--- src/design/stk_pkg.sv ---
`default_nettype none
// ---------------------------------------------------------------------------
// stk_pkg: shared types and constants for the source tokeniser
// Token kinds, the keyword table, the token record and the queue push record.
// ---------------------------------------------------------------------------
package stk_pkg;

  // default saturation length of a number or identifier
  localparam int MAX_TOKEN_LEN_DEF = 64;

  // queue between scanner and output stage
  localparam int QDEPTH = 4;
  localparam int QPTR_W = $clog2(QDEPTH);
  localparam int QCNT_W = $clog2(QDEPTH + 1);

  // token kinds
  localparam logic [3:0] TK_EOF     = 4'd0;
  localparam logic [3:0] TK_NUMBER  = 4'd1;
  localparam logic [3:0] TK_IDENT   = 4'd2;
  localparam logic [3:0] TK_ASSIGN  = 4'd3;
  localparam logic [3:0] TK_PLUS    = 4'd4;
  localparam logic [3:0] TK_MINUS   = 4'd5;
  localparam logic [3:0] TK_DCOLON  = 4'd6;
  localparam logic [3:0] TK_UNKNOWN = 4'd7;
  localparam logic [3:0] TK_KW_BASE = 4'd8;

  // character codes
  localparam logic [7:0] CH_NUL   = 8'h00;
  localparam logic [7:0] CH_LF    = 8'h0A;
  localparam logic [7:0] CH_UNDER = 8'h5F;
  localparam logic [7:0] CH_COLON = 8'h3A;
  localparam logic [7:0] CH_EQ    = 8'h3D;
  localparam logic [7:0] CH_PLUS  = 8'h2B;
  localparam logic [7:0] CH_MINUS = 8'h2D;

  // keyword table, zero padded to the longest keyword
  localparam int NKW    = 6;
  localparam int KW_MAX = 9;
  localparam logic [7:0] KW_TEXT [NKW][KW_MAX] = '{
    '{8'h49, 8'h4E, 8'h54, 8'h45, 8'h47, 8'h45, 8'h52, 8'h00, 8'h00}, // INTEGER
    '{8'h52, 8'h45, 8'h41, 8'h4C, 8'h00, 8'h00, 8'h00, 8'h00, 8'h00}, // REAL
    '{8'h43, 8'h48, 8'h41, 8'h52, 8'h41, 8'h43, 8'h54, 8'h45, 8'h52}, // CHARACTER
    '{8'h50, 8'h52, 8'h4F, 8'h47, 8'h52, 8'h41, 8'h4D, 8'h00, 8'h00}, // PROGRAM
    '{8'h43, 8'h41, 8'h4C, 8'h4C, 8'h00, 8'h00, 8'h00, 8'h00, 8'h00}, // CALL
    '{8'h50, 8'h52, 8'h49, 8'h4E, 8'h54, 8'h00, 8'h00, 8'h00, 8'h00}  // PRINT
  };
  localparam logic [7:0] KW_LEN [NKW] = '{8'd7, 8'd4, 8'd9, 8'd7, 8'd4, 8'd5};

  // keyword character at a position, zero past its end
  function automatic logic [7:0] kw_char(input int idx, input logic [7:0] pos);
    logic [7:0] r;
    r = 8'h00;
    if (pos < 8'(KW_MAX)) r = KW_TEXT[idx][pos[3:0]];
    return r;
  endfunction

  // one token record
  typedef struct packed {
    logic [3:0]  kind;
    logic [15:0] line;
    logic [15:0] column;
    logic [6:0]  length;
    logic        too_long;
    logic        last;
  } tok_t;

  // up to two tokens written into the queue in the same cycle
  typedef struct packed {
    logic [1:0] n;
    tok_t       t0;
    tok_t       t1;
  } push_t;

  // queue status seen by the scanner and the output stage
  typedef struct packed {
    logic              room2;
    logic              nonempty;
    logic [QCNT_W-1:0] count;
  } qstat_t;

endpackage
`default_nettype wire

--- src/design/stk_front.sv ---
`default_nettype none
// ---------------------------------------------------------------------------
// stk_front: byte scanner
// Accepts one source byte an item, tracks line and column, classifies the
// byte and pushes the tokens it completes (up to two) into the queue.
// ---------------------------------------------------------------------------
module stk_front import stk_pkg::*; #(
  parameter int MAX_TOKEN_LEN = MAX_TOKEN_LEN_DEF
) (
  input  wire logic       clk,
  input  wire logic       rst,
  input  wire logic       in_valid,
  output logic            in_ready,
  input  wire logic [7:0] ch,
  input  wire qstat_t     qstat,
  output push_t           push
);

  localparam int LEN_W = $clog2(MAX_TOKEN_LEN + 1);

  // scan modes
  localparam logic [1:0] MODE_IDLE  = 2'd0;
  localparam logic [1:0] MODE_NUM   = 2'd1;
  localparam logic [1:0] MODE_IDENT = 2'd2;
  localparam logic [1:0] MODE_COLON = 2'd3;

  logic [1:0]       mode, mode_next;
  logic [15:0]      line_cnt, line_cnt_next;
  logic [15:0]      col_cnt, col_cnt_next;
  logic [15:0]      start_line, start_line_next;
  logic [15:0]      start_col, start_col_next;
  logic [LEN_W-1:0] run_len, run_len_next;
  logic [NKW-1:0]   kw_match, kw_match_next;
  logic             ovf, ovf_next;

  logic accept;
  logic is_dig, is_alp, is_sp, is_idc;
  logic [3:0] ident_kind;

  assign in_ready = qstat.room2;
  assign accept   = in_valid & in_ready;

  // byte classes
  assign is_dig = (ch >= 8'h30) && (ch <= 8'h39);
  assign is_alp = ((ch >= 8'h41) && (ch <= 8'h5A)) || ((ch >= 8'h61) && (ch <= 8'h7A));
  assign is_sp  = (ch == 8'h20) || ((ch >= 8'h09) && (ch <= 8'h0D));
  assign is_idc = is_alp | is_dig | (ch == CH_UNDER);

  // kind of the identifier held in the run registers
  always_comb begin
    ident_kind = TK_IDENT;
    if (!ovf) begin
      for (int i = NKW - 1; i >= 0; i--) begin
        if (kw_match[i] && (8'(run_len) == KW_LEN[i])) ident_kind = TK_KW_BASE + 4'(i);
      end
    end
  end

  // next state and token generation
  always_comb begin
    tok_t t;
    logic done, do_ext, ext_ident, do_adv;
    logic [1:0] n;

    mode_next       = mode;
    line_cnt_next   = line_cnt;
    col_cnt_next    = col_cnt;
    start_line_next = start_line;
    start_col_next  = start_col;
    run_len_next    = run_len;
    kw_match_next   = kw_match;
    ovf_next        = ovf;
    push            = '0;
    t               = '0;
    n               = 2'd0;
    done            = 1'b0;
    do_ext          = 1'b0;
    ext_ident       = 1'b0;
    do_adv          = 1'b0;

    // close or continue the current run
    unique case (mode)
      MODE_NUM: begin
        if (is_dig) begin
          do_ext = 1'b1;
          do_adv = 1'b1;
          done   = 1'b1;
        end else begin
          t = '{TK_NUMBER, start_line, start_col, 7'(run_len), ovf, 1'b0};
          push.t0   = t;
          n         = 2'd1;
          mode_next = MODE_IDLE;
        end
      end
      MODE_IDENT: begin
        if (is_idc) begin
          do_ext    = 1'b1;
          ext_ident = 1'b1;
          do_adv    = 1'b1;
          done      = 1'b1;
        end else begin
          t = '{ident_kind, start_line, start_col, 7'(run_len), ovf, 1'b0};
          push.t0   = t;
          n         = 2'd1;
          mode_next = MODE_IDLE;
        end
      end
      MODE_COLON: begin
        mode_next = MODE_IDLE;
        if (ch == CH_COLON) begin
          t = '{TK_DCOLON, start_line, start_col, 7'd2, 1'b0, 1'b0};
          do_adv = 1'b1;
          done   = 1'b1;
        end else begin
          t = '{TK_UNKNOWN, start_line, start_col, 7'd1, 1'b0, 1'b0};
        end
        push.t0 = t;
        n       = 2'd1;
      end
      default: ;
    endcase

    // byte not taken by a run: start something new
    if (!done) begin
      t = '{TK_UNKNOWN, line_cnt, col_cnt, 7'd1, 1'b0, 1'b0};
      if (ch == CH_NUL) begin
        t.kind   = TK_EOF;
        t.length = 7'd0;
        line_cnt_next = 16'd1;
        col_cnt_next  = 16'd1;
      end else if (is_sp) begin
        do_adv = 1'b1;
      end else if (is_dig || is_alp || (ch == CH_UNDER) || (ch == CH_COLON)) begin
        mode_next       = is_dig ? MODE_NUM : (ch == CH_COLON) ? MODE_COLON : MODE_IDENT;
        start_line_next = line_cnt;
        start_col_next  = col_cnt;
        run_len_next    = '0;
        kw_match_next   = '1;
        ovf_next        = 1'b0;
        do_ext          = (ch != CH_COLON);
        ext_ident       = !is_dig;
        do_adv          = 1'b1;
      end else begin
        if (ch == CH_EQ) t.kind = TK_ASSIGN;
        else if (ch == CH_PLUS) t.kind = TK_PLUS;
        else if (ch == CH_MINUS) t.kind = TK_MINUS;
        do_adv = 1'b1;
      end
      // tokens the byte makes by itself
      if ((ch == CH_NUL) || !(is_sp || is_idc || (ch == CH_COLON))) begin
        if (n == 2'd0) push.t0 = t;
        else push.t1 = t;
        n = n + 2'd1;
      end
    end

    // extend the run by one character, or mark it overflowed once it is at the maximum length
    if (do_ext) begin
      if (run_len_next >= LEN_W'(MAX_TOKEN_LEN)) begin
        ovf_next      = 1'b1;
        kw_match_next = '0;
      end else begin
        if (ext_ident) begin
          for (int i = 0; i < NKW; i++) begin
            if (kw_char(i, 8'(run_len_next)) != ch) kw_match_next[i] = 1'b0;
          end
        end
        run_len_next = run_len_next + 1'b1;
      end
    end

    // line and column, saturating
    if (do_adv) begin
      if (ch == CH_LF) begin
        if (line_cnt != 16'hFFFF) line_cnt_next = line_cnt + 16'd1;
        col_cnt_next = 16'd1;
      end else if (col_cnt != 16'hFFFF) begin
        col_cnt_next = col_cnt + 16'd1;
      end
    end

    // mark the final token of this byte
    push.t0.last = (n == 2'd1);
    push.t1.last = (n == 2'd2);
    push.n       = accept ? n : 2'd0;
  end

  // state registers
  always_ff @(posedge clk) begin
    if (rst) begin
      mode       <= MODE_IDLE;
      line_cnt   <= 16'd1;
      col_cnt    <= 16'd1;
      start_line <= '0;
      start_col  <= '0;
      run_len    <= '0;
      kw_match   <= '1;
      ovf        <= 1'b0;
    end else if (accept) begin
      mode       <= mode_next;
      line_cnt   <= line_cnt_next;
      col_cnt    <= col_cnt_next;
      start_line <= start_line_next;
      start_col  <= start_col_next;
      run_len    <= run_len_next;
      kw_match   <= kw_match_next;
      ovf        <= ovf_next;
    end
  end

endmodule
`default_nettype wire

--- src/design/stk_queue.sv ---
`default_nettype none
// ---------------------------------------------------------------------------
// stk_queue: token queue
// Small circular buffer that takes up to two tokens and gives one a cycle while popped.
// ---------------------------------------------------------------------------
module stk_queue import stk_pkg::*; (
  input  wire logic  clk,
  input  wire logic  rst,
  input  wire push_t push,
  input  wire logic  pop,
  output tok_t       head,
  output qstat_t     qstat
);

  tok_t              mem [QDEPTH];
  logic [QPTR_W-1:0] wr_ptr, rd_ptr;
  logic [QCNT_W-1:0] count;

  assign head           = mem[rd_ptr];
  assign qstat.count    = count;
  assign qstat.nonempty = (count != '0);
  assign qstat.room2    = (count <= QCNT_W'(QDEPTH - 2));

  // storage
  always_ff @(posedge clk) begin
    if (push.n != 2'd0) mem[wr_ptr] <= push.t0;
    if (push.n == 2'd2) mem[wr_ptr + 1'b1] <= push.t1;
  end

  // pointers and fill level
  always_ff @(posedge clk) begin
    if (rst) begin
      wr_ptr <= '0;
      rd_ptr <= '0;
      count  <= '0;
    end else begin
      wr_ptr <= wr_ptr + QPTR_W'(push.n);
      if (pop) rd_ptr <= rd_ptr + 1'b1;
      count  <= count + QCNT_W'(push.n) - QCNT_W'(pop);
    end
  end

endmodule
`default_nettype wire

--- src/design/stk_back.sv ---
`default_nettype none
// ---------------------------------------------------------------------------
// stk_back: output stage
// Pulls tokens from the queue into the output register and packs them
// onto the result stream.
// ---------------------------------------------------------------------------
module stk_back import stk_pkg::*; (
  input  wire logic   clk,
  input  wire logic   rst,
  input  wire qstat_t qstat,
  input  wire tok_t   head,
  output logic        pop,
  output logic        out_valid,
  input  wire logic   out_ready,
  output logic [39:0] out_data,
  output logic [3:0]  out_user,
  output logic        out_last
);

  tok_t out_tok;

  // load whenever the queue holds a token and the register is free or being emptied
  assign pop = qstat.nonempty & (!out_valid | out_ready);

  always_ff @(posedge clk) begin
    if (rst) begin
      out_valid <= 1'b0;
    end else if (!out_valid || out_ready) begin
      out_valid <= qstat.nonempty;
    end
  end

  always_ff @(posedge clk) begin
    if (pop) out_tok <= head;
  end

  // stream packing
  assign out_data = {out_tok.too_long, out_tok.length, out_tok.column, out_tok.line};
  assign out_user = out_tok.kind;
  assign out_last = out_tok.last;

endmodule
`default_nettype wire

--- src/design/source_tokenizer_top.sv ---
`default_nettype none
// ---------------------------------------------------------------------------
// source_tokenizer_top: streaming source tokeniser
// One source byte an item in, tokens with kind, position and length out.
// ---------------------------------------------------------------------------
// A token completed by an accepted byte is written to the token queue, then
// loaded into the output register and offered. One byte a cycle is taken
// while the queue has room; a byte yielding two tokens puts both in the 4-entry
// token queue. Input ready drops while the queue has fewer than two free slots.
// Reset (synchronous, rst high): line and column to 1, scanner idle, queue
// and output register empty.
// ---------------------------------------------------------------------------
module source_tokenizer_top import stk_pkg::*; #(
  parameter int MAX_TOKEN_LEN = MAX_TOKEN_LEN_DEF
) (
  input  wire logic        clk,
  input  wire logic        rst,
  input  wire logic        s_axis_tvalid,
  output logic             s_axis_tready,
  input  wire logic [7:0]  s_axis_tdata,  // [7:0] ch
  output logic             m_axis_tvalid,
  input  wire logic        m_axis_tready,
  output logic [39:0]      m_axis_tdata,  // [15:0] token_line, [31:16] token_column,
                                          // [38:32] token_length, [39] too_long
  output logic [3:0]       m_axis_tuser,  // [3:0] token_kind
  output logic             m_axis_tlast   // last token of the input byte
);

  push_t  push;
  qstat_t qstat;
  tok_t   head;
  logic   pop;

  stk_front #(.MAX_TOKEN_LEN(MAX_TOKEN_LEN)) u_front (
    .clk      (clk),
    .rst      (rst),
    .in_valid (s_axis_tvalid),
    .in_ready (s_axis_tready),
    .ch       (s_axis_tdata),
    .qstat    (qstat),
    .push     (push)
  );

  stk_queue u_queue (
    .clk   (clk),
    .rst   (rst),
    .push  (push),
    .pop   (pop),
    .head  (head),
    .qstat (qstat)
  );

  stk_back u_back (
    .clk       (clk),
    .rst       (rst),
    .qstat     (qstat),
    .head      (head),
    .pop       (pop),
    .out_valid (m_axis_tvalid),
    .out_ready (m_axis_tready),
    .out_data  (m_axis_tdata),
    .out_user  (m_axis_tuser),
    .out_last  (m_axis_tlast)
  );

  // queue never overfills
  a_queue_bound: assert property (@(posedge clk) disable iff (rst)
    qstat.count <= QCNT_W'(QDEPTH))
    else $error("token queue overfilled");

  // an end-of-file token is empty and closes its byte
  a_eof_shape: assert property (@(posedge clk) disable iff (rst)
    (m_axis_tvalid && (m_axis_tuser == TK_EOF)) |->
      (m_axis_tdata[38:32] == 7'd0) && m_axis_tlast)
    else $error("malformed end-of-file token");

  // a saturated token reports exactly the maximum length
  a_too_long: assert property (@(posedge clk) disable iff (rst)
    (m_axis_tvalid && m_axis_tdata[39]) |-> (m_axis_tdata[38:32] == 7'(MAX_TOKEN_LEN)))
    else $error("overlong token with wrong length");

  // no push while the queue lacks room for two tokens
  a_push_room: assert property (@(posedge clk) disable iff (rst)
    (push.n != 2'd0) |-> qstat.room2)
    else $error("push into a full token queue");

endmodule
`default_nettype wire
--- config.mk ---
export PLATFORM = sky130hd
export DESIGN_NAME = source_tokenizer_top
export DESIGN_NICKNAME = d
export VERILOG_FILES = /design/src/design/stk_pkg.sv /design/src/design/stk_front.sv /design/src/design/stk_queue.sv /design/src/design/stk_back.sv /design/src/design/source_tokenizer_top.sv
export SDC_FILE = /design/constraint.sdc
export NUM_CORES = 1
export LEC_CHECK = 0
export BUFFER_PORTS_ARGS = -buffer_cell sky130_fd_sc_hd__buf_2
export CORE_ASPECT_RATIO = 1.75
export CORE_UTILIZATION = 25
export CTS_CLUSTER_SIZE = 12
export DETAILED_ROUTE_END_ITERATION = 8
export SLEW_MARGIN = 20
export SYNTH_ARGS = -nofsm -noshare
export SYNTH_HDL_FRONTEND = slang
export SYNTH_SLANG_ARGS = --single-unit
--- constraint.sdc ---
create_clock -name clk -period 15.9 [get_ports clk]
set_input_delay 2.385 -clock clk [delete_from_list [all_inputs] [get_ports clk]]
set_output_delay 2.385 -clock clk [all_outputs]
set_load 0.05 [all_outputs]
; After elaboration in Yosys (flattened, before gate mapping)
; Memory sizes are Yosys's and may differ from the RTL's. A register that Yosys moved wholly into a read port is not among the register bits.
; Index checks and enable logic that the tools add are counted.
[classes]
addsub = 9
n_mul = 0
n_div = 0
magnitude_cmp = 12
n_eq_ne = 26
shifts = 0
muxes = 128
bitwise_logic = 9
n_reduce_logical = 27
[op_table]
columns = operator, count
row1 = $mux W8, 36
row2 = $mux W90, 2
row3 = $mux W16, 10
row4 = $mux W45, 3
row5 = $pmux W45 S3, 1
row6 = $mux W42, 2
row7 = $mux W4, 12
row8 = $ne A8 B8 Y1, 6
row9 = $mux W6, 7
row10 = $mux W7, 6
row11 = $eq A8 B6 Y1 const B, 5
row12 = $mux W1, 34
row13 = $add A16 B1 Y16 const B, 2
row14 = $ne A16 B16 Y1 const B, 2
row15 = $mux W2, 11
row16 = $eq A7 B3 Y1 const B, 3
row17 = $ge A8 B7 Y1 const B, 2
row18 = $le A8 B7 Y1 const B, 2
row19 = $pmux W2 S3, 2
row20 = $logic_and A1 B1 Y1, 10
row21 = $logic_or A1 B1 Y1, 9
row22 = $eq A2 B2 Y1 const B, 4
row23 = $eq A8 B4 Y1 const B, 1
row24 = $eq A8 B7 Y1 const B, 1
row25 = other kinds (28), 38
[totals]
reg_bits = 88
latch_bits = 0
ramBits = 180
rom_bits = 768
in_bits = 12
out_inout_bits = 47
elab_cells = 230
mem_count = 7
[mem_list]
columns = memory, depth, width, rd, rd_ports_with_merged_regs, write_ports, line_no
row1 = u_queue.mem, 4, 45, 1, 1, 2, stk_queue.sv:15  ; tok_t mem [QDEPTH];
row2 = (name not given), 16, 8, 1, 0, 0, stk_pkg.sv:53  ; if (pos < 8'(KW_MAX)) r = KW_TEXT[idx][pos[3:0]];
row3 = (name not given), 16, 8, 1, 0, 0, stk_pkg.sv:53
row4 = (name not given), 16, 8, 1, 0, 0, stk_pkg.sv:53
row5 = (name not given), 16, 8, 1, 0, 0, stk_pkg.sv:53
row6 = (name not given), 16, 8, 1, 0, 0, stk_pkg.sv:53
row7 = +1 memories, --, --, --, --, --, --

; Depth between registers and ports, before layout
[depth]
depth_word = 23
depth_mapped = 18
ltp_nobuf = 15

; Hierarchy
; Synthesis repeated with hierarchy kept, for this count alone.
[unflattened]
hier_cells = 1443
hier_area_um2 = 16671.0
[modules_own_cells]
columns = mod, instances, cells_each, area_per_inst_um2, seq_area_each_um2
row1 = stk_queue, 1, 481, 9183.8, 5585.4
row2 = stk_front, 1, 912, 6080.8, 1601.5
row3 = stk_back, 1, 50, 1406.3, 1371.3

; Worst setup path after synthesis
; No wires, ideal clock.
[synth_timing]
path_type = input to register
startpoint = in s_axis_tdata[3]
endpoint = mem u_queue.mem[1][0] (netlist bit), enable pin
setup_time_ns = 0.511
arrival_time_ns = 6.228
t_required_ns = 15.389
setup_slack_ns = 9.160
path_stages = 16
path_buffers = 7
cell_sequence = buf_6 or4_1 buf_2 o211a_1 a21oi_2 a21boi_0 buf_2 buf_2 ha_1 a2111oi_2 a211o_4 buf_6 or2_1 buf_2 buf_6 nand2_1
[synth_rtl]
columns = item, line_no
row1 = start: declaration, source_tokenizer_top.sv:20  ; input wire logic [7:0] s_axis_tdata,
row2 = end: declaration, stk_queue.sv:15

==> results.md <==
- Core area: 62,100 um^2
- Net Switching: 0.857 mW
- Cell Int Power: 1.56 mW
- Final Power: 2.42 mW
- Dpl hpwl: 28,300 um
- #FFs+latches synth: 313
- Clock-pin slew on the worst setup and hold paths: 0.06 ns
- Top FF cell, synth: edfxtp_1
- Area Overhead vs Synth: 12.0%
- Simple-Gate Fraction of Synth Area: 0.175
- Sum Neg Setup Slack: 0 ns
- Core Util, Final: 0.282
- Seq/Total Area, Yosys: 0.524
- Worst-path fanout max: 37
- Clock Latency Late Sink: 0.57 ns
- Post-Synth Adder-Cell Area: 0.0165
- H-tree depth: 1
- Leakage power of the design: 5.56 nW
- Reg2Reg Depth: 11
- Final period util: 0.447
- XOR/XNOR Fraction of Synth Area: 0.0168
- Max-Cap Viols: 0
- Yosys top cell by area: edfxtp_1
- CP endpoint kind: flip-flop
- Routed vias: 12,000
- Top cell type's share of synthesized area: 0.370
- Hold Fails Final Rpt: 0
- CP startpoint: s_axis_tdata[1]
- Most frequent cells after synthesis: nand2_1, edfxtp_1, dfxtp_1
- Clock power share: 0.284
- RePlAce Congestion: 0.842
- Power per cell area: 138 nW/um^2
- Buffers on Ports: 58
- Max Freq: 141 MHz
- Antenna violations before repair: 1
- Slew @ Worst Pin: 1.08 ns
- Largest family of logic cells by synthesized area: simple AND/OR/NAND/NOR gates
- Launch point of the worst reg-to-reg path: u_front.mode[0]
- Vias in the first global route: 12,300
- Unrepaired setup endpoints after global routing: false
- Drt wl/cell: 19.0 um
- Drt first pass iters: 5
- Die W: 191 um
- Cell Area, Synth: 15,700 um^2
- Initial Util: 0.252
- Antenna-violating nets left: 0
- WL final: 44,800 um
- CTS Hold Bufs: 0
- Via-per-instance ratio: 5.09
- Switch share: 0.354
- Top-count cell post-synth: nand2_1
- R2R Setup Slk: 11.07 ns
- Worst IR drop on VDD: 0.0791 mV
- Crit path to: u_queue.mem[0][33]
- WHS: 0.453 ns
- Startpoint types: input port
- Clk sink count: 313
- Gate power share: 0.289
- Total grt overflow: 0
- FF-to-FF End: u_queue.mem[0][33]
- Fin. max-slew vios: 0
- Data arrival, critical path: 7.31 ns
- Clock Tree Buf Depth: 3
- CTS Buf Count: 31
- Post-layout nets: 1,564
- Post-Syn Instances: 1,538
- DRC: 0
- Syn_nets: 1,570
- Die height: 333 um
- ANT cells: 0
- Async SR Flop Fraction: 0
- Mux contribution to synthesized area: 0.0667
- Crit Path Class: input port to flip-flop
- Skew final: 0.0129 ns
- Critical Path RT: 16.10 ns
- Dominant cells by area after synthesis: edfxtp_1, dfxtp_1, nand2_1, mux4_2, a21oi_1
- Share of layout cells above drive strength 1: 0.156
- Avg Inst Size Synth: 10.2 um^2
- Status: finished clean
- Post_cts resized: 0
- Yosys warnings: 0
- Ports: 59
- Synth unique cells: 89
- Setup bufs post-CTS: 0
- CTS tree: built
- Number of synthesized flops with an enable pin: 193
- Die area: 63,700 um^2
- Setup-failing EPs final: 0
- Largest net degree at the start of global routing: 75
- First-pass GRT wire length: 69,500 um
- Compound-Gate Fraction of Synth Area: 0.157
- DRT iter0 DRCs: 871
- GRT Overall Usage: 0.139
- Placement Rows: 121
- Slew HR: 0.279
- Worst Hold Class: flip-flop to flip-flop
- CTS root buf: clkbuf_16
- Sequential power share: 0.426
- Minimum clock period: 7.11 ns
-- stage by stage --
| step | std cells | area (um^2) | setup slack, ns |
|---|---|---|---|
| after floorplan | 1538 | 15700 | 9.16 |
| after global placement | 2297 | 16600 | 8.40 |
| after detailed placement | 2297 | 16600 | 8.17 |
| after CTS | 2353 | 17500 | 8.77 |
| after global routing | 2354 | 17500 | 8.49 |
| final | 2354 | 17500 | 8.79 |
-- flip-flops by register name (all words and copies together) (netlist names) --
name and count:
u_queue.mem 180, u_back.out_data 40, u_front.col_cnt 16, u_front.line_cnt 16
u_front.start_col 16, u_front.start_line 16, u_front.run_len 7, u_front.kw_match 6
u_back.out_user 4, u_queue.count 3, u_front.mode 2, u_queue.rd_ptr 2
u_queue.wr_ptr 2, u_back.out_last 1, u_back.out_valid 1, u_front.ovf 1
-- worst min-delay path by stage --
stage,end,from,slack [ns],cells past startpoint
after floorplan,u_queue.mem[1][1],u_queue.mem[1][1],0.43,2
after global placement,u_queue.mem[2][6],u_queue.mem[2][6],0.44,2
after detailed placement,u_queue.mem[0][4],u_queue.mem[0][4],0.45,2
after CTS,u_queue.mem[0][4],u_queue.mem[0][4],0.46,2
after global routing,u_queue.mem[0][4],u_queue.mem[0][4],0.48,2
final,u_queue.mem[0][4],u_queue.mem[0][4],0.45,2
-- layout by cell type (no fill, tap or decap), types with 14 or more instances in the layout --
cell type    n
a21oi_1     80
a31oi_1     14
buf_2       58
buf_4       26
clkbuf_1    18
clkbuf_16   32
dfxtp_1    118
edfxtp_1   193
ha_1        19
inv_1       22
mux4_2      45
nand2_1    309
nand3_1     77
nand4_1     16
nor2_1      65
nor3_1      25
o21ai_0     83
o21ai_1     72
o21ai_2     31
o22ai_1     22
xnor2_1     15
xor2_1      15
-- power by group through the flow --
stage	logic, mW	registers (mW)	clock network (mW)
after detailed placement	0.716	1.05	0
final	0.699	1.03	0.687
after floorplan	0.301	1.26	0
after CTS	0.717	1.03	0.706
after global placement	0.707	1.05	0
after global routing	0.746	1.04	0.736
-- critical path, cell delays in order --
cell	delay [ns]
buf_2	0.25
o21ai_1	0.35
a2bb2oi_1	0.20
a311o_4	0.45
a221oi_2	0.34
or2_1	0.80
inv_1	0.25
ha_1	0.48
a2111oi_2	0.09
a211o_4	0.41
or3_1	0.57
nand2_1	0.13
buf_4	0.55
-- layer usage --
layer	share of wire	global-route usage
met5	0	0
met4	0.042	0.0679
met3	0.051	0.0174
met2	0.53	0.261
met1	0.37	0.152
-- cells by family after synthesis --
kind of cell	count (synthesis)
compound gates	390
xor+xnor	30
mux	48
fa+ha+maj	20
flops	313
buf+inv	148
simple gates	589
-- area by class of cell --
cell class,instances,area [um^2]
Tap cell,799,1000
Sequential cell,313,8200
Fill cell,6487,44500
Clock inverter,4,20.0
Timing Repair Buffer,85,513
Clock buffer,52,896
Multi-Input combinational cell,1077,6810
Inverter,24,90.1
No activity file was read; power rests on OpenSTA's default activity.
